--- config.mk ---
export PLATFORM = sky130hd
export DESIGN_NAME = bbi_desc_q
export DESIGN_NICKNAME = d
export VERILOG_FILES = /design/src/rtl/bbi_pkg.sv /design/src/rtl/bbi_desc_q.sv
export SDC_FILE = /design/constraint.sdc
export NUM_CORES = 1
export LEC_CHECK = 0
export ABC_AREA = 1
export BUFFER_PORTS_ARGS = -buffer_cell sky130_fd_sc_hd__buf_2
export CAP_MARGIN = 20
export CORE_ASPECT_RATIO = 1.5
export CORE_MARGIN = 1.5
export CORE_UTILIZATION = 45
export CTS_CLUSTER_DIAMETER = 150
export DETAILED_ROUTE_END_ITERATION = 16
export PLACE_DENSITY_LB_ADDON = 0.15
export RECOVER_POWER = 50
export SYNTH_ARGS = -nofsm -noshare
export SYNTH_HDL_FRONTEND = slang
export SYNTH_SLANG_ARGS = --single-unit
--- constraint.sdc ---
create_clock -name clk -period 1.2 [get_ports clk]
set_input_delay 0 -clock clk [delete_from_list [all_inputs] [get_ports clk]]
set_output_delay 0 -clock clk [all_outputs]
set_load 0.02 [all_outputs]
--- src/rtl/bbi_pkg.sv ---
// ----------------------------------------------------------------------------
// bbi_pkg
// Shared types, constants and a helper for the four-row byte block interleaver.
// ----------------------------------------------------------------------------
package bbi_pkg;

    localparam int WORD_W    = 32;
    localparam int BYTE_W    = 8;
    localparam int ROW_COUNT = 4;
    localparam int CNT_W     = 7;   // code_len width, holds block sizes up to 64
    localparam int REG_IDX_W = 2;

    // configuration register indexes
    typedef logic [REG_IDX_W-1:0] reg_idx_t;
    localparam reg_idx_t REG_CODE_LEN  = 2'd0;
    localparam reg_idx_t REG_PAD_VALUE = 2'd1;
    localparam reg_idx_t REG_DIRECTION = 2'd2;

    localparam logic [CNT_W-1:0] CODE_LEN_RESET = 7'd64;

    // one closed block handed from the front to the back
    typedef struct packed {
        logic             buf_sel;  // ping-pong half holding the block
        logic [CNT_W-1:0] len;      // words actually written
        logic             last;     // block closed by the end of the stream
        logic             err;      // deinterleave stream ended mid-block
    } desc_t;

    // one result beat
    typedef struct packed {
        logic [WORD_W-1:0] out_word;
        logic              run_last;
        logic              stream_done;
        logic              length_error;
    } res_t;

    // block size: code length clamped to at least one, rounded up to four,
    // capped at the largest multiple of four that fits the store
    function automatic logic [CNT_W-1:0] blk_words(input logic [CNT_W-1:0] code_len,
                                                   input logic [CNT_W:0]   max_words);
        logic [CNT_W:0] c;
        logic [CNT_W:0] r4;
        c  = (code_len == '0) ? (CNT_W+1)'(1) : {1'b0, code_len};
        r4 = (c + (CNT_W+1)'(3)) & ~(CNT_W+1)'(3);
        if (r4 > max_words)
            r4 = max_words;
        return r4[CNT_W-1:0];
    endfunction

endpackage

--- src/rtl/bbi_desc_q.sv ---
// ----------------------------------------------------------------------------
// bbi_desc_q
// Two-entry queue of closed block descriptors, one per ping-pong half.
// ----------------------------------------------------------------------------
module bbi_desc_q import bbi_pkg::*;
(
    input  logic  clk,
    input  logic  rst_n,
    input  logic  push,
    input  desc_t push_desc,
    output logic  full,
    input  logic  pop,
    output logic  head_valid,
    output desc_t head
);

    desc_t      slot_reg [0:1];
    logic       wp_reg, wp_next;
    logic       rp_reg, rp_next;
    logic [1:0] cnt_reg, cnt_next;

    assign full       = (cnt_reg == 2'd2);
    assign head_valid = (cnt_reg != 2'd0);
    assign head       = slot_reg[rp_reg];

    // pointer and count update
    always_comb
    begin
        wp_next  = push ? !wp_reg : wp_reg;
        rp_next  = pop  ? !rp_reg : rp_reg;
        cnt_next = cnt_reg + {1'b0, push} - {1'b0, pop};
    end

    always_ff @(posedge clk or negedge rst_n)
    begin
        if (!rst_n) begin
            wp_reg  <= 1'b0;
            rp_reg  <= 1'b0;
            cnt_reg <= '0;
        end
        else begin
            wp_reg  <= wp_next;
            rp_reg  <= rp_next;
            cnt_reg <= cnt_next;
        end
    end

    // descriptor storage
    always_ff @(posedge clk)
    begin
        if (push)
            slot_reg[wp_reg] <= push_desc;
    end

endmodule

==> metrics.md, run 1 <==
| Metric | Value |
|---|---|
| Post-Syn Area | 993 um^2 |
| CTS tree | yes |
| Fin worst setup slack | -0.0234 ns |
| Max-cap viol count | 0 |
| Cell count after synthesis | 77 |
| Site Rows | 20 |
| First drt pass iteration count | 2 |
| Reg clk slew, reported paths | 0.12 ns |
| Crit path DAT | 1.22 ns |
| Yosys reg bits | 24 |
| Peak VDD IR | 1.43 mV |
| Slew margin rel. | 83.5% |
| Via count | 679 |
| Inst Count DP | 125 |
| Final #Nets | 141 |
| Cell Pwr Density | 2280 mW/mm^2 |
| RSZ-0062 raised after global routing | yes |
| Antenna viol nets, final | 0 |
| Mean Syn Cell Area | 12.9 um^2 |
| I/O Buffers | 25 |
| CTS buffer count | 3 |
| Die Y | 60.5 um |
| Yosys Warn Count | 0 |
| Status | complete, but fails checks |
| Sequential-to-total area share from yosys stat | 70.5% |
| Synth area leaders | edfxtp_1, dfrtp_1, o21ai_2 |
| Post-layout min period | 1.22 ns |
| Worst Setup End Kind | output pin |
| Leakage power | 0.655 nW |
| Critical Path Start | rp_reg |
| Leading cell type in the layout, fill and taps excluded | edfxtp_1 |
| Post-DP HPWL | 1.10 mm |
| Setup crit end | head[2] |
| Total grt overflow | 0 |
| Worst-Skew Late Latency | 0.30 ns |
| Global-route wire length before repair | 2.55 mm |
| Synth cell types | 10 |
| Yosys top cell area share | 60.5% |
| P&R area growth vs syn | 53.1% |
| Violated checks | setup timing |
| Final setup viols | 10 |
| 1st-iter DRT viols | 8 |
| CP Launch Type | register |
| IO Count | 26 |
| Final Max Slew Viols | 0 |
| Reg2Reg Launch Point | cnt_reg[0] |
| H-tree Lvls | 1 |
| Register-to-register setup slack | 0.06 ns |
| Pin slew with the least headroom to its limit | 0.248 ns |
| Critical Path RT | 1.20 ns |
| Area of the core | 0.00205 mm^2 |
| Avg Vias per Cell | 4.65 |
| Routability congestion estimate | 0.590 |
| CP max FO | 5 |
| Clock Path Buffers | 2 |
| Largest net degree at the start of global routing | 21 |
| Vias in the first global route | 623 |
| Wirelength per Cell | 12.9 um |
| CTS Sinks | 24 |
| Post-synth top area cell | edfxtp_1 |
| GR Util All Layers | 15.7% |
| Die ar. | 0.00250 mm^2 |
| Flip-flop count of the largest register after layout | 20 |
| Commonest cells after routing, fill and taps aside | edfxtp_1, inv_1, dlygate4sd3_1 |
| Syn Nets | 93 |
| HP Class | in -> async |
| Count of non-filler cells in the finished layout | 146 |
| Share of cells above drive strength 1 | 38.7% |
| Horiz. Die Dim | 41.4 um |
| FMAX | 817 MHz |
| Diodes inserted | 0 |
| Setup Skew | 0.00354 ns |
| CP Class | reg -> out |
| Number of remaining DRC errors | 0 |
| Final Hold Vio Count | 0 |
| Hold WS | 0.0615 ns |
| Clock Root Buffer | clkbuf_4 |
| R2R Path End | cnt_reg[1] |
| Final period util | 102% |
| Post-Route WL | 1.89 mm |
| Worst-case reg-to-reg path depth | 6 |
| Initial Util | 48.4% |
| Initial antenna violation count | 0 |
## worst min-delay path by stage
stage                     depth (start not counted)         end  slack [ns]  start
after global placement                            1  cnt_reg[0]       -0.19  rst_n
after floorplan                                   0  cnt_reg[0]       -0.30  rst_n
final                                             2      wp_reg        0.06  rst_n
after CTS                                         2  cnt_reg[0]       0.005  rst_n
after global routing                              2  cnt_reg[0]        0.06  rst_n
after detailed placement                          1  cnt_reg[0]       -0.19  rst_n
## where the power goes
| group | switching (W) | internal [W] | total, W |
|---|---|---|---|
| sequential | 0.000114 | 0.00113 | 0.00124 |
| combinational | 0.000968 | 0.000917 | 0.00188 |
| clock | 0.000214 | 0.000129 | 0.000344 |
## routing by layer
layer	track usage, %	vias up	wire, um
met4	8.29	0	14
met1	18.2	321	706
li1	-	342	-
met5	0	-	0
met3	2.20	2	47
met2	26.8	14	1120
## worst max-delay path, stage by stage, from the launching register on
cell,delay (ns)
dfrtp_2,0.48
buf_6,0.17
o21ai_4,0.15
buf_6,0.13
## Yosys cell counts
cell type and count:
nand2_1 17, edfxtp_1 20, xor2_1 2, o21ai_2 10, buf_6 2, dfrtp_1 4
nand3_1 1, nor2_1 2, ha_1 2, inv_1 17
## stage by stage
step	TNS, ns	total power [W]	worst slack (ns)	area, um^2	util (%)
after global placement	0	0.00245	0.128	1190	57.8
after floorplan	0	0.00208	0.133	996	-
after detailed placement	0	0.00249	0.0576	1190	57.8
after global routing	-0.780	0.00370	-0.0866	1520	74.1
after CTS	0	0.00304	0.00392	1390	67.7
final	-0.124	0.00347	-0.0234	1520	74.1
## final cells by class
cell class | count | area (um^2)
clock buffers | 4 | 26.3
flip-flops and latches | 24 | 702
repair buffers | 45 | 413
fillers | 142 | 531
well taps | 22 | 27.5
multi-input cells | 34 | 289
inverters | 17 | 63.8
## cell families after synthesis
family / share of synthesized area, %
AOI/OAI and AO/OA: 8.82
adders and majority gates: 2.52
buffers and inverters: 8.69
xor gates and xnor gates: 1.76
DFF: 70.5
and+or+nand+nor: 7.68
## repair_timing
item	in CTS	in global routing
buffers inserted	1	1
setup endpoints to repair	10	11
resized for setup	13	22
endpoints found under the hold margin	27	0
pin swaps	0	5
hold buffers	13	0
cloned	0	2
(Power assumes the default switching activity.)
==> inputs of run 2 (changes only) <==
--- a/config.mk
+++ b/config.mk
@@ -13,7 +13,7 @@
 export CORE_UTILIZATION = 45
 export CTS_CLUSTER_DIAMETER = 150
 export DETAILED_ROUTE_END_ITERATION = 16
-export PLACE_DENSITY_LB_ADDON = 0.15
+export PLACE_DENSITY = 0.72
 export RECOVER_POWER = 50
 export SYNTH_ARGS = -nofsm -noshare
 export SYNTH_HDL_FRONTEND = slang
==> run 2 against run 1 <==
- the run still ends with setup timing left
- sequential share of layout area rose by 4.3 points
- fmax fell by 1.0%
- sequential cell count did not move
- combinational power fell by 19%
- wire length fell by 7.0%
==> metrics.md, run 2 (synthesized netlist as in run 1, its figures left out) <==
| Metric | Value |
|---|---|
| Status | complete, but fails checks (unchanged) |
| GR Util All Layers | 16.3% (was 15.7%) |
| Diodes inserted | 0 (unchanged) |
| Setup TNS | -0.0550 ns (was -0.124 ns) |
| Final #Nets | 137 (was 141) |
| CTS Sinks | 24 (unchanged) |
| Clock Path Buffers | 2 (unchanged) |
| Peak VDD IR | 1.45 mV (was 1.43 mV) |
| Violated checks | setup timing (unchanged) |
| Setup Skew | 0.00284 ns (was 0.00354 ns) |
| Post-layout min period | 1.24 ns (was 1.22 ns) |
| Cell Pwr Density | 2220 mW/mm^2 (was 2280 mW/mm^2) |
| Largest net degree at the start of global routing | 21 (unchanged) |
| Initial antenna violation count | 0 (unchanged) |
| Max-cap viol count | 0 (unchanged) |
| Number of remaining DRC errors | 0 (unchanged) |
| Area of the multi-input gates | 224 um^2 (was 289 um^2) |
| P&R area growth vs syn | 39.9% (was 53.1%) |
| Via count | 675 (was 679) |
| Inst Count DP | 125 (unchanged) |
| Worst-Skew Late Latency | 0.30 ns (about the same) |
| Commonest cells after routing, fill and taps aside | edfxtp_1, nand2_1, inv_1 (was edfxtp_1, inv_1, dlygate4sd3_1) |
| CP Class | reg -> out (unchanged) |
| Postcts setup bufs | 0 (was 1) |
| Routability congestion estimate | 0.600 (was 0.590) |
| Initial Util | 48.4% (unchanged) |
| Leakage power | 0.599 nW (was 0.655 nW) |
| Die Y | 60.5 um (unchanged) |
| CTS buffer count | 3 (unchanged) |
| Share of cells above drive strength 1 | 28.6% (was 38.7%) |
| CP Launch Type | register (unchanged) |
| Crit-path max cell delay | 0.44 ns (was 0.48 ns) |
| Fin worst setup slack | -0.0361 ns (was -0.0234 ns) |
| Clock Root Buffer | clkbuf_4 (unchanged) |
| Slowest cell on the critical path | dfrtp_1 (was dfrtp_2) |
| FMAX | 809 MHz (was 817 MHz) |
| Avg Vias per Cell | 4.79 (was 4.65) |
| Final Hold Vio Count | 0 (unchanged) |
| Post-Layout Inst Area | 0.00139 mm^2 (was 0.00152 mm^2) |
| Reg clk slew, reported paths | 0.12 ns (about the same) |
| RSZ-0062 raised after global routing | yes (unchanged) |
| First drt pass iteration count | 3 (was 2) |
| Slew margin rel. | 85.1% (was 83.5%) |
| Storage cell area | 701 um^2 (was 702 um^2) |
| Final setup viols | 3 (was 10) |
| Antenna viol nets, final | 0 (unchanged) |
| Critical Path RT | 1.20 ns (about the same) |
| Global-route wire length before repair | 2.64 mm (was 2.55 mm) |
| Flip-flop count of the largest register after layout | 20 (unchanged) |
| Wirelength per Cell | 12.4 um (was 12.9 um) |
| Post-DP HPWL | 1.09 mm (was 1.10 mm) |
| Placed Area | 0.00117 mm^2 (was 0.00119 mm^2) |
| Die ar. | 0.00250 mm^2 (unchanged) |
| Final Max Slew Viols | 0 (unchanged) |
| CTS tree | yes (unchanged) |
| Count of non-filler cells in the finished layout | 141 (was 146) |
| 1st-iter DRT viols | 12 (was 8) |
| Vias in the first global route | 652 (was 623) |
| Pin slew with the least headroom to its limit | 0.223 ns (was 0.248 ns) |
| Site Rows | 20 (unchanged) |
| Worst Setup End Kind | output pin (unchanged) |
| Horiz. Die Dim | 41.4 um (unchanged) |
| Fillers | 165 (was 142) |
| Crit path DAT | 1.24 ns (was 1.22 ns) |
| HP Class | in -> async (unchanged) |
| Leading cell type in the layout, fill and taps excluded | edfxtp_1 (unchanged) |
| Cells along the critical path | buf_12, o21ai_2, buf_6 (was buf_6, o21ai_4, buf_6) |
| Area of the core | 0.00205 mm^2 (unchanged) |
| Final period util | 103% (was 102%) |
| Post-Route WL | 1.76 mm (was 1.89 mm) |
| IO Count | 26 (unchanged) |
| CP max FO | 20 (was 5) |
| Total grt overflow | 0 (unchanged) |
| I/O Buffers | 25 (unchanged) |
| H-tree Lvls | 1 (unchanged) |
[run 2: cell count changes in the layout (fill, tap and decap cells not counted), moves of 2 or more]
cell,change
nand2_1,+8
buf_4,-3
clkbuf_1,+3
o21ai_4,-8
o21ai_2,+8
nand2_2,-8
buf_2,-3
ha_1,-2
[run 2: final timing paths]
kind                                  end  cells after the start  slack [ns]          from
max                               head[1]                      3       -0.04        rp_reg
min                            cnt_reg[0]                      2        0.05         rst_n
max reg2reg                    cnt_reg[1]                      7        0.06    cnt_reg[0]
min reg2reg                        wp_reg                      1        0.52        wp_reg
max in group asynchronous      cnt_reg[1]                      2        0.96         rst_n
min in group clk           slot_reg[0][5]                      2        0.43  push_desc[5]
[run 2: metal layers]
layer | routed length [um] | global-route usage [%] | up-vias
met5 | 0 | 0 | -
met3 | 57 | 2.20 | 2
met4 | 19 | 6.91 | 0
met1 | 620 | 18.7 | 322
met2 | 1060 | 28.8 | 17
li1 | - | - | 334
[run 2: where the power goes]
group / leakage, nW / switching, W / total [W] / internal, W
clock network: 0.0138 / 0.000217 / 0.000334 / 0.000117
logic: 0.351 / 0.000834 / 0.00153 / 0.000700
registers: 0.235 / 0.0000887 / 0.00121 / 0.00113
[run 2: timing repair]
| item | CTS | global route |
|---|---|---|
| resized for setup | 16 | 7 |
| hold buffers | 13 | 0 |
| endpoints found under the hold margin | 27 | 0 |
| setup endpoints to repair | 10 | 11 |
[run 2: area by class of cell]
type                    instances  area share, %
inverters                      17           4.59
clock buffers                   3           1.62
multi-input cells              34           16.1
repair buffers                 41           25.3
flip-flops and latches         24           50.4
well taps                      22           1.98
[run 2: stage by stage]
| stage | setup WS (ns) | utilization, % | total power [W] | hold WS (ns) |
|---|---|---|---|---|
| 5_1_grt | -0.0810 | 67.7 | 0.00330 | 0.0800 |
| 4_1_cts | -0.0151 | 67.0 | 0.00301 | 0.00291 |
| 3_3_place_gp | 0.129 | 57.2 | 0.00241 | -0.191 |
| 6_report | -0.0361 | 67.7 | 0.00308 | 0.0511 |
| 2_1_floorplan | 0.133 | - | 0.00208 | -0.296 |
| 3_5_place_dp | 0.0508 | 57.2 | 0.00247 | -0.188 |
[run 2: critical path, delay by kind of cell, from the launching register on]
kind | cells | cell delay, ns
flops | 1 | 0.44
buf+inv | 2 | 0.32
compound gates | 1 | 0.17
==> inputs of run 3 (changes only) <==
--- a/config.mk
+++ b/config.mk
@@ -5,15 +5,15 @@
 export SDC_FILE = /design/constraint.sdc
 export NUM_CORES = 1
 export LEC_CHECK = 0
-export ABC_AREA = 1
 export BUFFER_PORTS_ARGS = -buffer_cell sky130_fd_sc_hd__buf_2
 export CAP_MARGIN = 20
 export CORE_ASPECT_RATIO = 1.5
 export CORE_MARGIN = 1.5
 export CORE_UTILIZATION = 45
 export CTS_CLUSTER_DIAMETER = 150
+export CTS_CLUSTER_SIZE = 20
 export DETAILED_ROUTE_END_ITERATION = 16
-export PLACE_DENSITY = 0.72
+export PLACE_DENSITY = 0.73
 export RECOVER_POWER = 50
 export SYNTH_ARGS = -nofsm -noshare
 export SYNTH_HDL_FRONTEND = slang
==> run 3 against run 2 <==
- the run still ends with setup timing left
- count of clock-buffer cells in the layout grew 1
- first-iteration DRC count is 25% lower
- global-route usage is 0.65 points lower
- area after synthesis decreased by 3.7%
- clock skew is 0.0027 ns higher
- core utilization increased by 3.5 points
- largest cell class unchanged
- highest routed layer unchanged
==> metrics.md, run 3 <==
| Metric | Value |
|---|---|
| Status | complete, but fails checks (unchanged) |
| Violated checks | setup timing (unchanged) |
| Final Max Slew Viols | 0 (unchanged) |
| Fin worst setup slack | -0.136 ns (was -0.0361 ns) |
| Syn Nets | 62 (was 93) |
| Post-layout min period | 1.34 ns (was 1.24 ns) |
| Via count | 542 (was 675) |
| CTS tree | yes (unchanged) |
| Commonest cells post-synth | edfxtp_1, mux2_4, dfrtp_1 (was edfxtp_1, inv_1, nand2_1, o21ai_2, dfrtp_1) |
| Sequential-to-total area share from yosys stat | 73.2% (was 70.5%) |
| Final Hold Vio Count | 0 (unchanged) |
| Post-Syn Area | 957 um^2 (was 993 um^2) |
| Yosys Warn Count | 0 (unchanged) |
| Slew margin rel. | 85.1% (about the same) |
| Synth area leaders | edfxtp_1, mux2_4, dfrtp_1 (was edfxtp_1, dfrtp_1, o21ai_2) |
| Die Y | 59.5 um (was 60.5 um) |
| Setup Skew | 0.00554 ns (was 0.00284 ns) |
| Yosys reg bits | 24 (unchanged) |
| Area of the core | 0.00203 mm^2 (was 0.00205 mm^2) |
| Clock Path Buffers | 2 (unchanged) |
| Antenna viol nets, final | 0 (unchanged) |
| Post-DP HPWL | 944 um (was 1.09 mm) |
| Wirelength per Cell | 12.9 um (was 12.4 um) |
| Top FF cell, synth | edfxtp_1 (unchanged) |
| Final setup viols | 10 (was 3) |
| Count of non-filler cells in the finished layout | 119 (was 141) |
| Reg clk slew, reported paths | 0.12 ns (about the same) |
| CP Class | reg -> out (unchanged) |
| Worst Setup End Kind | output pin (unchanged) |
| Diodes inserted | 0 (unchanged) |
| CP Launch Type | register (unchanged) |
| CTS Sinks | 24 (unchanged) |
| Post-synth top area cell | edfxtp_1 (unchanged) |
| 1st-iter DRT viols | 9 (was 12) |
| Crit path DAT | 1.34 ns (was 1.24 ns) |
| Asr flop ratio synth | 16.7% (unchanged) |
| CTS buffer count | 3 (unchanged) |
| Synth cell types | 12 (was 10) |
| Inst Count DP | 98 (was 125) |
| H-tree Lvls | 1 (unchanged) |
| Peak VDD IR | 1.82 mV (was 1.45 mV) |
| Initial antenna violation count | 0 (unchanged) |
| Vias in the first global route | 549 (was 652) |
| Top-count cell post-synth | edfxtp_1 (unchanged) |
| Flip-flop count of the largest register after layout | 20 (unchanged) |
| Total grt overflow | 0 (unchanged) |
| Global-route wire length before repair | 2.45 mm (was 2.64 mm) |
| Final #Nets | 114 (was 137) |
| Routability congestion estimate | 0.650 (was 0.600) |
| Max-cap viol count | 0 (unchanged) |
| Final Power | 0.00322 W (was 0.00308 W) |
| Horiz. Die Dim | 40.7 um (was 41.4 um) |
| FMAX | 749 MHz (was 809 MHz) |
| GR Util All Layers | 15.7% (was 16.3%) |
| Worst-Skew Late Latency | 0.30 ns (about the same) |
| Die ar. | 0.00242 mm^2 (was 0.00250 mm^2) |
| Mean Syn Cell Area | 20.8 um^2 (was 12.9 um^2) |
| Leading cell type in the layout, fill and taps excluded | edfxtp_1 (unchanged) |
| Cell count after synthesis | 46 (was 77) |
| IO Count | 26 (unchanged) |
| Largest net degree at the start of global routing | 14 (was 21) |
| Post-synth EDFFs | 20 (unchanged) |
| RSZ-0062 raised after global routing | yes (unchanged) |
| Commonest cells after routing, fill and taps aside | edfxtp_1, buf_6, dlygate4sd3_1 (was edfxtp_1, nand2_1, inv_1) |
| Pin slew with the least headroom to its limit | 0.224 ns (was 0.223 ns) |
| Post-Route WL | 1.53 mm (was 1.76 mm) |
| CP max FO | 5 (was 20) |
| Finished Core Util | 71.2% (was 67.7%) |
| Site Rows | 20 (unchanged) |
| Yosys top cell area share | 62.7% (was 60.5%) |
| P&R area growth vs syn | 50.8% (was 39.9%) |
| Number of remaining DRC errors | 0 (unchanged) |
| Cell Pwr Density | 2230 mW/mm^2 (was 2220 mW/mm^2) |
| Initial Util | 47.2% (was 48.4%) |
| I/O Buffers | 25 (unchanged) |
| Critical Path RT | 1.20 ns (about the same) |
| First drt pass iteration count | 3 (unchanged) |
| Leakage power | 0.601 nW (was 0.599 nW) |
| Share of cells above drive strength 1 | 48.5% (was 28.6%) |
| HP Class | in -> async (unchanged) |
| Avg Vias per Cell | 4.55 (was 4.79) |
| Clock Root Buffer | clkbuf_4 (unchanged) |
| Final period util | 111% (was 103%) |
run 3: logic make-up (layout without fill, tap and decap cells):
kind of cell,count (synthesis),after routing,share of synthesized area (%)
XOR/XNOR,3,3,4.31
buffers and inverters,3,54,1.96
adder cells (fa/ha/maj),2,2,2.61
multiplexers,10,10,15.3
flip-flops,24,24,73.2
AND/OR/NAND/NOR,4,4,2.62
run 3: layout make-up:
class                      count  area (um^2)
inverter                       2         7.51
sequential                    24          702
fill                         123          583
multi-input combinational     19          272
timing repair buffer          48          399
tap                           22         27.5
clock buffer                   4         36.3
run 3: power breakdown:
part	leakage, nW	total, W	switching [W]	internal, W
combinational	0.346	0.00158	0.000643	0.000935
clock	0.0210	0.000399	0.000214	0.000185
sequential	0.233	0.00124	0.000110	0.00113
total	0.601	0.00322	0.000967	0.00225
run 3: stage by stage:
step | setup slack [ns] | TNS, ns | hold WS [ns] | area (um^2)
final | -0.136 | -1.30 | 0.0478 | 1440
after global routing | -0.191 | -1.83 | 0.0533 | 1440
after CTS | -0.140 | -1.33 | 0.0120 | 1410
after detailed placement | -0.00870 | -0.00870 | -0.189 | 1150
after global placement | 0.0523 | 0 | -0.191 | 1150
after floorplan | 0.0646 | 0 | -0.296 | 960
run 3: worst paths after layout:
path                              startpoint             end  slack, ns  cells after the start
worst max-delay path                  rp_reg         head[0]      -0.14                      3
min in group clk                push_desc[0]  slot_reg[1][0]       0.42                      2
worst min-delay path                   rst_n      cnt_reg[0]       0.05                      2
max in group asynchronous              rst_n          rp_reg       0.95                      2
worst min register to register        wp_reg          wp_reg       0.53                      1
worst max register to register    cnt_reg[0]      cnt_reg[1]       0.04                      5
run 3: worst max-delay path, cell delays in order, from the launching register on:
cell and delay (ns):
dfrtp_2 0.46, buf_6 0.15, mux2_4 0.30, buf_6 0.13
run 3: metal layers:
layer  vias to the layer above  wire length [um]  track usage, %
li1                        273                 -               -
met1                       256               557            17.8
met2                        11               921            25.4
met3                         2                37            3.01
met4                         0                16            10.0
met5                         -                 0               0
run 3: what timing repair did:
| item | CTS | global route |
|---|---|---|
| endpoints found under the setup margin | 11 | 12 |
| buffers inserted | 3 | 1 |
| resized for setup | 23 | 10 |
| hold buffers | 13 | 0 |
| gates cloned | 0 | 0 |
| hold endpoints to repair | 27 | 0 |
